File: config.mk
export PLATFORM = sky130hd
export DESIGN_NAME = smith_chart_transform
export DESIGN_NICKNAME = d
export VERILOG_FILES = /design/src/sv/sct_pkg.sv /design/src/sv/sct_sqr.sv /design/src/sv/sct_div.sv /design/src/sv/sct_track.sv /design/src/sv/smith_chart_transform.sv
export SDC_FILE = /design/constraint.sdc
export NUM_CORES = 2
export LEC_CHECK = 0
export ABC_CLOCK_PERIOD_IN_PS = 16100
export BUFFER_PORTS_ARGS = -buffer_cell sky130_fd_sc_hd__buf_2
export CORE_MARGIN = 2
export CORE_UTILIZATION = 38
export DETAILED_ROUTE_END_ITERATION = 12
export HOLD_SLACK_MARGIN = 0.12
export PLACE_DENSITY = 0.64
export SYNTH_ARGS = -nofsm -noshare
export SYNTH_HDL_FRONTEND = slang
export SYNTH_HIERARCHICAL = 1
export SYNTH_SLANG_ARGS = --single-unit
File: constraint.sdc
create_clock -name clk -period 16.1 [get_ports clk]
set_input_delay 3.22 -clock clk [delete_from_list [all_inputs] [get_ports clk]]
set_output_delay 3.22 -clock clk [all_outputs]
set_load 0.02 [all_outputs]
File: src/sv/sct_pkg.sv
package sct_pkg;

  // Width of each impedance part on the input channel (Q16.16 by default).
  localparam int SAMPLE_WIDTH = 32;
  // Width of every result part on the output channel.
  localparam int OUT_WIDTH = 32;
  // Number of quotient bits each divider lane develops.
  localparam int QUOT_BITS = 32;

  localparam logic signed [OUT_WIDTH-1:0] SAT_POS = {1'b0, {(OUT_WIDTH-1){1'b1}}};
  localparam logic signed [OUT_WIDTH-1:0] SAT_NEG = {1'b1, {(OUT_WIDTH-1){1'b0}}};

  typedef struct packed {
    logic signed [SAMPLE_WIDTH-1:0] z_real;
    logic signed [SAMPLE_WIDTH-1:0] z_imag;
    logic                           last_sample;
  } sct_in_t;

  typedef struct packed {
    logic signed [OUT_WIDTH-1:0] gamma_real;
    logic signed [OUT_WIDTH-1:0] gamma_imag;
    logic signed [OUT_WIDTH-1:0] low_extreme;
    logic signed [OUT_WIDTH-1:0] high_extreme;
    logic                        singular;
    logic                        end_of_vector;
  } sct_out_t;

  // Control of a serial arithmetic lane: load new operands, or take one step.
  typedef struct packed {
    logic load;
    logic step;
  } sct_ctl_t;

  typedef enum logic [2:0] {
    ST_IDLE,
    ST_SQR,
    ST_SUM,
    ST_DIFF,
    ST_LOAD,
    ST_DIV,
    ST_FIN
  } sct_state_t;

endpackage

File: src/sv/sct_sqr.sv
module sct_sqr #(
  parameter int MW = 32
) (
  input  logic                 clk,
  input  sct_pkg::sct_ctl_t    ctl,
  input  logic [MW-1:0]        opnd,
  output logic [2*MW-1:0]      square
);
  import sct_pkg::*;

  // Shift-and-add squarer: the multiplier copy shifts out MSB first,
  // one bit per step, and the accumulator doubles before each add.
  logic [MW-1:0]   mcand_r;
  logic [MW-1:0]   mplier_r;
  logic [2*MW-1:0] acc_r;
  logic [2*MW-1:0] acc_nxt;

  always_comb begin
    acc_nxt = {acc_r[2*MW-2:0], 1'b0};
    if (mplier_r[MW-1]) begin
      acc_nxt = acc_nxt + {{MW{1'b0}}, mcand_r};
    end
  end

  always_ff @(posedge clk) begin
    if (ctl.load) begin
      mcand_r  <= opnd;
      mplier_r <= opnd;
      acc_r    <= '0;
    end else if (ctl.step) begin
      mplier_r <= {mplier_r[MW-2:0], 1'b0};
      acc_r    <= acc_nxt;
    end
  end

  assign square = acc_r;

endmodule

File: src/sv/sct_div.sv
module sct_div #(
  parameter int NUMW = 81,
  parameter int DW   = 65
) (
  input  logic                                  clk,
  input  sct_pkg::sct_ctl_t                     ctl,
  input  logic [NUMW-1:0]                       num,
  input  logic [DW-1:0]                         den,
  input  logic                                  neg,
  output logic signed [sct_pkg::OUT_WIDTH-1:0]  result
);
  import sct_pkg::*;

  localparam int HW = NUMW - QUOT_BITS;
  localparam int CW = (HW > DW) ? HW : DW;

  // Restoring division, one quotient bit per step. The part of the
  // numerator above the quotient window seeds the remainder; if it already
  // reaches the divisor, the quotient cannot fit and the result saturates.
  logic                 neg_r;
  logic                 ovf_r;
  logic [DW-1:0]        rem_r;
  logic [QUOT_BITS-1:0] lo_r;
  logic [QUOT_BITS-1:0] quo_r;

  logic [HW-1:0] num_hi;
  logic [DW:0]   trial;
  logic [DW:0]   diff;
  logic          qbit;
  logic          sat;

  always_comb begin
    num_hi = num[NUMW-1:QUOT_BITS];
    trial  = {rem_r, lo_r[QUOT_BITS-1]};
    diff   = trial - {1'b0, den};
    qbit   = (trial >= {1'b0, den});
  end

  always_ff @(posedge clk) begin
    if (ctl.load) begin
      neg_r <= neg;
      ovf_r <= (CW'(num_hi) >= CW'(den));
      rem_r <= DW'(num_hi);
      lo_r  <= num[QUOT_BITS-1:0];
      quo_r <= '0;
    end else if (ctl.step) begin
      if (qbit) begin
        rem_r <= diff[DW-1:0];
      end else begin
        rem_r <= trial[DW-1:0];
      end
      lo_r  <= {lo_r[QUOT_BITS-2:0], 1'b0};
      quo_r <= {quo_r[QUOT_BITS-2:0], qbit};
    end
  end

  always_comb begin
    sat = ovf_r | quo_r[QUOT_BITS-1];
    if (neg_r) begin
      result = sat ? SAT_NEG : $signed(~quo_r + 1'b1);
    end else begin
      result = sat ? SAT_POS : $signed(quo_r);
    end
  end

endmodule

File: src/sv/sct_track.sv
module sct_track (
  input  logic                                  clk,
  input  logic                                  rst_n,
  input  logic                                  upd,
  input  logic                                  last,
  input  logic signed [sct_pkg::OUT_WIDTH-1:0]  value,
  output logic signed [sct_pkg::OUT_WIDTH-1:0]  low_nxt,
  output logic signed [sct_pkg::OUT_WIDTH-1:0]  high_nxt
);
  import sct_pkg::*;

  logic                        have_r;
  logic signed [OUT_WIDTH-1:0] min_r;
  logic signed [OUT_WIDTH-1:0] max_r;

  // The first sample of a vector loads both extremes.
  always_comb begin
    if (!have_r) begin
      low_nxt  = value;
      high_nxt = value;
    end else begin
      low_nxt  = (value < min_r) ? value : min_r;
      high_nxt = (value > max_r) ? value : max_r;
    end
  end

  always_ff @(posedge clk) begin
    if (!rst_n) begin
      have_r <= 1'b0;
    end else if (upd) begin
      have_r <= !last;
    end
  end

  always_ff @(posedge clk) begin
    if (upd) begin
      min_r <= low_nxt;
      max_r <= high_nxt;
    end
  end

  a_min_le_max: assert property (@(posedge clk) disable iff (!rst_n)
    have_r |-> (min_r <= max_r))
    else $error("running minimum above running maximum");

  a_last_clears: assert property (@(posedge clk) disable iff (!rst_n)
    (upd && last) |=> !have_r)
    else $error("extremes not cleared after the last item of a vector");

endmodule

File: src/sv/smith_chart_transform.sv
// One item is in work at a time; the next is accepted only after the last result is
// loaded into the output register. The time is set by the bit-serial squarers
// (SAMPLE_WIDTH steps) and the two radix-2 divider lanes (32 steps), plus the states
// for the sums, the divider load and the output.
// Reset (synchronous, rst_n low) clears the sequencer, the output valid, track_imag
// and the running-extreme flag; there is no clearing pass.
module smith_chart_transform #(
  parameter int RESULT_FRAC_BITS = 28
) (
  input  logic               clk,
  input  logic               rst_n,
  input  logic               in_valid,
  output logic               in_stall,
  input  sct_pkg::sct_in_t   in_data,
  output logic               out_valid,
  input  logic               out_stall,
  output sct_pkg::sct_out_t  out_data,
  input  logic               cfg_we,
  input  logic               cfg_wdata
);
  import sct_pkg::*;

  localparam int W   = SAMPLE_WIDTH;
  localparam int F   = W / 2;
  localparam int R   = RESULT_FRAC_BITS;
  // Sums of two squares need one bit more than a square.
  localparam int SW  = 2 * W + 1;
  localparam int NXW = SW + R;
  localparam int NYW = W + F + 1 + R;
  localparam int STEPS_MAX = (W > QUOT_BITS) ? W : QUOT_BITS;
  localparam int CNT_W = $clog2(STEPS_MAX);

  localparam logic [W:0]    T_ONE = {{(W - F){1'b0}}, 1'b1, {F{1'b0}}};
  localparam logic [SW-1:0] E_ONE = {{W{1'b0}}, 1'b1, {W{1'b0}}};

  // The block works one item at a time. Accepting an item loads the
  // magnitudes of z_real, z_imag and z_real + 1 into three bit-serial
  // squarers. After the squares are in, the numerator |re^2 + im^2 - 1|
  // and the denominator (re+1)^2 + im^2 are formed in two registered
  // steps, and two divider lanes develop both quotients side by side.
  // The result then waits in the output register while the next item
  // is already being taken in.

  sct_state_t state_r;
  sct_state_t state_nxt;
  logic [CNT_W-1:0] cnt_r;
  logic [CNT_W-1:0] cnt_nxt;

  logic     track_imag_r;
  logic     out_valid_r;
  sct_out_t out_r;

  // Per-item context captured when the item is accepted.
  logic         sing_r;
  logic         negy_r;
  logic         last_r;
  logic [W-1:0] bmag_r;

  logic [SW-1:0] p_r;
  logic [SW-1:0] d_r;
  logic [SW-1:0] n_r;
  logic          negx_r;

  logic         in_fire;
  logic         fin_load;
  sct_ctl_t     sqr_ctl;
  sct_ctl_t     div_ctl;

  logic [W:0]   t_full;
  logic [W:0]   tmag_full;
  logic [W-1:0] amag;
  logic [W-1:0] bmag;
  logic [W-1:0] tmag;

  logic [2*W-1:0] a_sq;
  logic [2*W-1:0] b_sq;
  logic [2*W-1:0] t_sq;

  logic [NXW-1:0] num_x;
  logic [NYW-1:0] num_y;
  logic signed [OUT_WIDTH-1:0] gx;
  logic signed [OUT_WIDTH-1:0] gy;
  logic signed [OUT_WIDTH-1:0] gx_fin;
  logic signed [OUT_WIDTH-1:0] gy_fin;
  logic signed [OUT_WIDTH-1:0] tracked;
  logic signed [OUT_WIDTH-1:0] low_nxt;
  logic signed [OUT_WIDTH-1:0] high_nxt;

  // Operand magnitudes. z_real + 1 is one bit wider, but its magnitude
  // always fits the sample width.
  always_comb begin
    t_full    = {in_data.z_real[W-1], in_data.z_real} + T_ONE;
    tmag_full = t_full[W] ? (~t_full + 1'b1) : t_full;
    tmag      = tmag_full[W-1:0];
    amag      = in_data.z_real[W-1] ? (~in_data.z_real + 1'b1) : in_data.z_real;
    bmag      = in_data.z_imag[W-1] ? (~in_data.z_imag + 1'b1) : in_data.z_imag;
  end

  sct_sqr #(.MW(W)) u_sqr_a (
    .clk    (clk),
    .ctl    (sqr_ctl),
    .opnd   (amag),
    .square (a_sq)
  );

  sct_sqr #(.MW(W)) u_sqr_b (
    .clk    (clk),
    .ctl    (sqr_ctl),
    .opnd   (bmag),
    .square (b_sq)
  );

  sct_sqr #(.MW(W)) u_sqr_t (
    .clk    (clk),
    .ctl    (sqr_ctl),
    .opnd   (tmag),
    .square (t_sq)
  );

  // Dividends carry the output scaling: the real part is shifted by the
  // result fraction bits, the imaginary part also by the input fraction
  // bits and one more for the factor of two.
  assign num_x = {n_r, {R{1'b0}}};
  assign num_y = {bmag_r, {(F + 1 + R){1'b0}}};

  sct_div #(.NUMW(NXW), .DW(SW)) u_div_x (
    .clk    (clk),
    .ctl    (div_ctl),
    .num    (num_x),
    .den    (d_r),
    .neg    (negx_r),
    .result (gx)
  );

  sct_div #(.NUMW(NYW), .DW(SW)) u_div_y (
    .clk    (clk),
    .ctl    (div_ctl),
    .num    (num_y),
    .den    (d_r),
    .neg    (negy_r),
    .result (gy)
  );

  // A zero denominator (z equal to minus one) overrides both quotients.
  always_comb begin
    gx_fin  = sing_r ? SAT_POS : gx;
    gy_fin  = sing_r ? '0 : gy;
    tracked = track_imag_r ? gy_fin : gx_fin;
  end

  sct_track u_track (
    .clk      (clk),
    .rst_n    (rst_n),
    .upd      (fin_load),
    .last     (last_r),
    .value    (tracked),
    .low_nxt  (low_nxt),
    .high_nxt (high_nxt)
  );

  // Next state.
  always_comb begin
    state_nxt = state_r;
    unique case (state_r)
      ST_IDLE: begin
        if (in_valid) begin
          state_nxt = ST_SQR;
        end
      end
      ST_SQR: begin
        if (cnt_r == '0) begin
          state_nxt = ST_SUM;
        end
      end
      ST_SUM:  state_nxt = ST_DIFF;
      ST_DIFF: state_nxt = ST_LOAD;
      ST_LOAD: state_nxt = ST_DIV;
      ST_DIV: begin
        if (cnt_r == '0) begin
          state_nxt = ST_FIN;
        end
      end
      ST_FIN: begin
        if (!out_valid_r || !out_stall) begin
          state_nxt = ST_IDLE;
        end
      end
      default: state_nxt = ST_IDLE;
    endcase
  end

  // Sequencer outputs.
  always_comb begin
    in_fire      = 1'b0;
    fin_load     = 1'b0;
    sqr_ctl      = '0;
    div_ctl      = '0;
    cnt_nxt      = cnt_r;
    unique case (state_r)
      ST_IDLE: begin
        in_fire      = in_valid;
        sqr_ctl.load = in_valid;
        cnt_nxt      = CNT_W'(W - 1);
      end
      ST_SQR: begin
        sqr_ctl.step = 1'b1;
        cnt_nxt      = cnt_r - 1'b1;
      end
      ST_SUM, ST_DIFF: begin
        cnt_nxt = cnt_r;
      end
      ST_LOAD: begin
        div_ctl.load = 1'b1;
        cnt_nxt      = CNT_W'(QUOT_BITS - 1);
      end
      ST_DIV: begin
        div_ctl.step = 1'b1;
        cnt_nxt      = cnt_r - 1'b1;
      end
      ST_FIN: begin
        fin_load = !out_valid_r || !out_stall;
      end
      default: begin
        cnt_nxt = cnt_r;
      end
    endcase
  end

  assign in_stall = (state_r != ST_IDLE);

  always_ff @(posedge clk) begin
    if (!rst_n) begin
      state_r      <= ST_IDLE;
      track_imag_r <= 1'b0;
      out_valid_r  <= 1'b0;
    end else begin
      state_r <= state_nxt;
      if (cfg_we) begin
        track_imag_r <= cfg_wdata;
      end
      if (fin_load) begin
        out_valid_r <= 1'b1;
      end else if (!out_stall) begin
        out_valid_r <= 1'b0;
      end
    end
  end

  always_ff @(posedge clk) begin
    cnt_r <= cnt_nxt;
    if (in_fire) begin
      sing_r <= (t_full == '0) && (in_data.z_imag == '0);
      negy_r <= in_data.z_imag[W-1];
      last_r <= in_data.last_sample;
      bmag_r <= bmag;
    end
    if (state_r == ST_SUM) begin
      p_r <= {1'b0, a_sq} + {1'b0, b_sq};
      d_r <= {1'b0, t_sq} + {1'b0, b_sq};
    end
    if (state_r == ST_DIFF) begin
      negx_r <= (p_r < E_ONE);
      n_r    <= (p_r < E_ONE) ? (E_ONE - p_r) : (p_r - E_ONE);
    end
    if (fin_load) begin
      out_r.gamma_real    <= gx_fin;
      out_r.gamma_imag    <= gy_fin;
      out_r.low_extreme   <= low_nxt;
      out_r.high_extreme  <= high_nxt;
      out_r.singular      <= sing_r;
      out_r.end_of_vector <= last_r;
    end
  end

  assign out_valid = out_valid_r;
  assign out_data  = out_r;

  a_singular_sat: assert property (@(posedge clk) disable iff (!rst_n)
    (out_valid && out_data.singular) |->
      (out_data.gamma_real == SAT_POS) && (out_data.gamma_imag == '0))
    else $error("singular item without saturated result");

  a_accept_starts: assert property (@(posedge clk) disable iff (!rst_n)
    (in_valid && !in_stall) |=> (state_r == ST_SQR))
    else $error("accepted item did not start the squarers");

  a_result_from_fin: assert property (@(posedge clk) disable iff (!rst_n)
    $rose(out_valid_r) |-> ($past(state_r) == ST_FIN))
    else $error("result presented outside the finishing step");

endmodule

==> metrics.md <==
| Metric | Value |
|---|---|
| Status | finished, final reports clean |
| Clock power share | a little under two fifths |
| Via Count | 61600 |
| Post-DP Area | about 0.078 mm^2 |
| Total Routed Length | 224000 um |
| Die W | around 450 um |
| CTS tree | built |
| Post-synth EDFFs | approximately 800 |
| Initial antenna violation count | 7 |
| Arr. time, crit path | 7.23 ns |
| Area Growth Syn to Fin | 10.5% |
| Mux cell area share after synthesis | 5.96% |
| Sequential Power Share | a little over two fifths |
| Internal power | 5.54 mW |
| Top routing layer used | met5 |
| Number of gates resized after cts | 0 |
| Met1 WL | between 90000 and 100000 um |
| Number of I/O pins | 203 |
| Switch share | roughly 30% |
| Mean routed wirelength per cell | roughly 21 um |
| RSZ-0062 raised after global routing | false |
| Post-synth top flop | edfxtp_1 |
| Final Slew Violations | 0 |
| Combinational share of power | 20.6% |
| Cell Pwr Density | ~97 mW/mm^2 |
| CTS sink cnt | 1082 |
| Peak supply drop | 0.000106 V |
| H-Tree Depth | 3 |
| CP Max Fanout | roughly 100 |
| Final Hold Vio Count | 0 |
| Hold_buf cts | 0 |
| Share of post-route cells with drive strength above 1 | between 10% and 20% |
| Min setup slack post-route | around 9.4 ns |
| Slew margin rel. | approximately 15% |
| Height of the chip | approximately 450 um |
| Slowest-stage cell, CP | nor3b_4 |
| Avg Synthesized Cell Area | 9.43 um^2 |
| GR Overflow Total | 0 |
| Max Root-Sink Buffers | 3 |
| CP top delay family | simple AND/OR/NAND/NOR gates |
| Setup TNS | 0 ns |
| Final Core Density | 42.3% |
| Synth cell types | about 110 |
| Dpl cells | between 10000 and 15000 |
| Synthesized netlist cell count | around 8000 |
| First-pass GRT wire length | roughly 340000 um |
| Synth Register Bits | 1082 |
| Post-synth ARST share | 0% |
| Synth Area in Adders | just over 9% |
| Final setup viols | 0 |
| Hold/Removal Path Class | register to register |
| Total CTS buffers | ~120 |
| Nets | 8593 |
| Die ar. | between 0.15 and 0.2 mm^2 |
| Worst-path cell chain | or2_1 -> buf_4 -> or4_4 -> or4_4 -> or2_4 -> nor2_4 -> nand4_2 -> o31a_1 -> nor2b_1 -> mux2_2 -> ha_2 -> buf_4 -> a221oi_1 -> nor3b_4 -> buf_4 -> a21oi_1 -> a41o_1 -> a311o_1 |
| Post-route DRC | 0 |
| Clk root buf | clkbuf_16 |
| Minimum clock period | 6.69 ns |
| Met3 Routed Length | about 12000 um |
| Compound-gate portion of the synthesized area | 18.9% |
| Simple-Gate Fraction of Synth Area | 16.0% |
| Synth warn | 6 |
| Crit path buffers/inverters | 3 |
| Critical path class | register to register |
| Post-CTS Setup Bufs | 0 |
| Largest family of logic cells by synthesized area | compound AO/OA/AOI/OAI gates |
| Via density | ~5.7 |
| Worst-Margin Slew | around 1.3 ns |
| Net switching power of the design | 2.47 mW |
| Maximum clock rate | 0.149 GHz |
| Vias in the first global route | 58400 |
| Buffers on Ports | just over 200 |
| Area of the multi-input gates | between 0.04 and 0.05 mm^2 |
| Clock Latency Late Sink | about 0.81 ns |
| Clock Pin Slew Worst Setup and Hold Paths | roughly 0.060 ns |
| Fill count | around 19000 |
| Met2 wire length | approximately 100000 um |
| Critical Path End Type | register |
| Pre-CTS WS | just over 9 ns |
| CP Launch Type | register |
| Leakage Power | between 30 and 40 nW |
| Post-DP HPWL | 172000 um |
| Detail Route Antenna Nets | 0 |
| Register Area | 0.0296 mm^2 |
| Placer Congestion | roughly 0.95 |
| Initial DRC Count | between 5000 and 6000 |
| Mapped cell area | about 0.075 mm^2 |
| Crit share post-route | about two fifths |
| Gr usage total | a little over a fifth |
| Rows | between 150 and 200 |
| Max cap viols | 0 |
| Peak per-stage delay on the critical path | between 0.8 and 0.9 ns |
| Initial core utilization | 38.2% |
| Seq/Total Area, Yosys | about two fifths |
| Worst Clk Skew | 0.101 ns |
| Post-Synth XOR/XNOR Area | 6.08% |
| Most used cell, CP | buf_4 |
| Post-Layout Inst Area | approximately 0.082 mm^2 |
| Core footprint | 0.195 mm^2 |
| Final std cells w/o fill | 10700 |
| Req. time, crit path | 16.64 ns |
| Largest net degree at the start of global routing | approximately 150 |
| Detailed Routing Iterations Pass 1 | 6 |
[final cells by class]
class | count | share of cell area (%)
antenna | 2 | 0.00607
timing repair buffer | 264 | 1.82
inverter | 402 | 1.83
multi-input combinational | 6114 | 51.2
clock inverter | 84 | 1.37
sequential | 1082 | 36.0
tap | 2624 | 3.98
clock buffer | 142 | 3.80
[registers in the layout (all words and copies together) (netlist names), 64 cells and up]
signal / count
out_data: 130
d_r: 65
n_r: 65
p_r: 65
u_div_x/rem_r: 65
u_div_y/rem_r: 65
u_sqr_a/square: 64
u_sqr_b/square: 64
u_sqr_t/square: 64
[kinds of logic (layout without fill, tap and decap cells)]
| kind of cell | count (synthesis) | count (layout) |
|---|---|---|
| flops | 1082 | 1082 |
| other cells | 1 | 87 |
| buf+inv | 793 | 892 |
| simple gates | 2419 | 2419 |
| compound gates | 2145 | 2145 |
| xor+xnor | 516 | 516 |
| fa+ha+maj | 539 | 539 |
| mux | 410 | 410 |
[cells in the mapped netlist, drive strengths merged, types with 19 or more instances]
library cell	number	area share, %
xnor2	319	3.7
and3	67	0.56
nand2	657	3.3
nor4	44	0.41
nor2	656	3.3
nor3	158	1.1
clkbuf	302	1.5
o211ai	69	0.69
nand2b	89	0.75
ha	532	8.9
o21ai	437	3.0
or2	61	0.52
or3	72	0.62
a211oi	179	1.8
buf	89	0.67
nor3b	19	0.20
xor2	196	2.3
mux2	273	4.1
dfxtp	286	7.7
nand4	174	1.5
a311oi	76	0.90
inv	402	2.0
o41ai	26	0.36
edfxtp	796	32
mux2i	137	1.8
o21a	67	0.69
nor2b	84	0.70
nand4b	29	0.34
a21o	174	1.8
a21oi	606	4.1
o21bai	58	0.59
or4	73	0.77
nand3	149	1.0
a2111oi	27	0.33
o2111ai	24	0.28
o31ai	122	1.2
a31oi	71	0.64
nand3b	22	0.22
and2	36	0.30
[power by group through the flow]
| stage | logic, mW | clock network, mW | registers, mW |
|---|---|---|---|
| after global placement | 1.60 | 0 | 3.45 |
| final | 1.65 | 2.96 | 3.39 |
| after global routing | 1.83 | 3.12 | 3.40 |
| after floorplan | 1.24 | 0 | 3.33 |
| after detailed placement | 1.61 | 0 | 3.45 |
| after CTS | 1.62 | 3.02 | 3.39 |
[layout by cell type, fill, tap and decap left out, types with 83 or more instances in the layout]
| cell type | n |
|---|---|
| a211oi_1 | 179 |
| a21o_1 | 174 |
| a21oi_1 | 596 |
| buf_2 | 202 |
| clkbuf_16 | 121 |
| conb_1 | 85 |
| dfxtp_1 | 286 |
| edfxtp_1 | 796 |
| ha_1 | 531 |
| inv_1 | 399 |
| mux2_2 | 270 |
| mux2i_1 | 137 |
| nand2_1 | 657 |
| nand2b_1 | 89 |
| nand3_1 | 149 |
| nand4_1 | 168 |
| nor2_1 | 650 |
| nor2b_1 | 83 |
| nor3_1 | 153 |
| o21ai_0 | 321 |
| o21ai_1 | 113 |
| o31ai_1 | 120 |
| xnor2_1 | 319 |
| xor2_1 | 196 |
[per-layer routing]
metal | global-route usage, % | vias to the layer above
li1 | - | 29600
met3 | 2.59 | 401
met4 | 9.04 | 6
met5 | 0 | -
met1 | 28.8 | 29700
met2 | 35.9 | 1838
[per-stage QoR]
stage | power [mW] | hold WS [ns]
6_report | 8.01 | 0.453
3_3_place_gp | 5.05 | 0.417
4_1_cts | 8.04 | 0.455
5_1_grt | 8.35 | 0.474
3_5_place_dp | 5.07 | 0.439
2_1_floorplan | 4.56 | 0.400
[path summary, 6_finish.rpt]
| path | start | endpoint | slack, ns | cells after the start |
|---|---|---|---|---|
| hold reg to reg | last_r | out_data[0] | 0.45 | 0 |
| setup reg to reg | u_div_x/ovf_r | u_track/min_r[31] | 9.41 | 18 |
| hold / removal | last_r | out_data[0] | 0.45 | 0 |
| setup / recovery | u_div_x/ovf_r | u_track/min_r[31] | 9.41 | 18 |
Note: power is estimated with default switching activity, not from simulation.
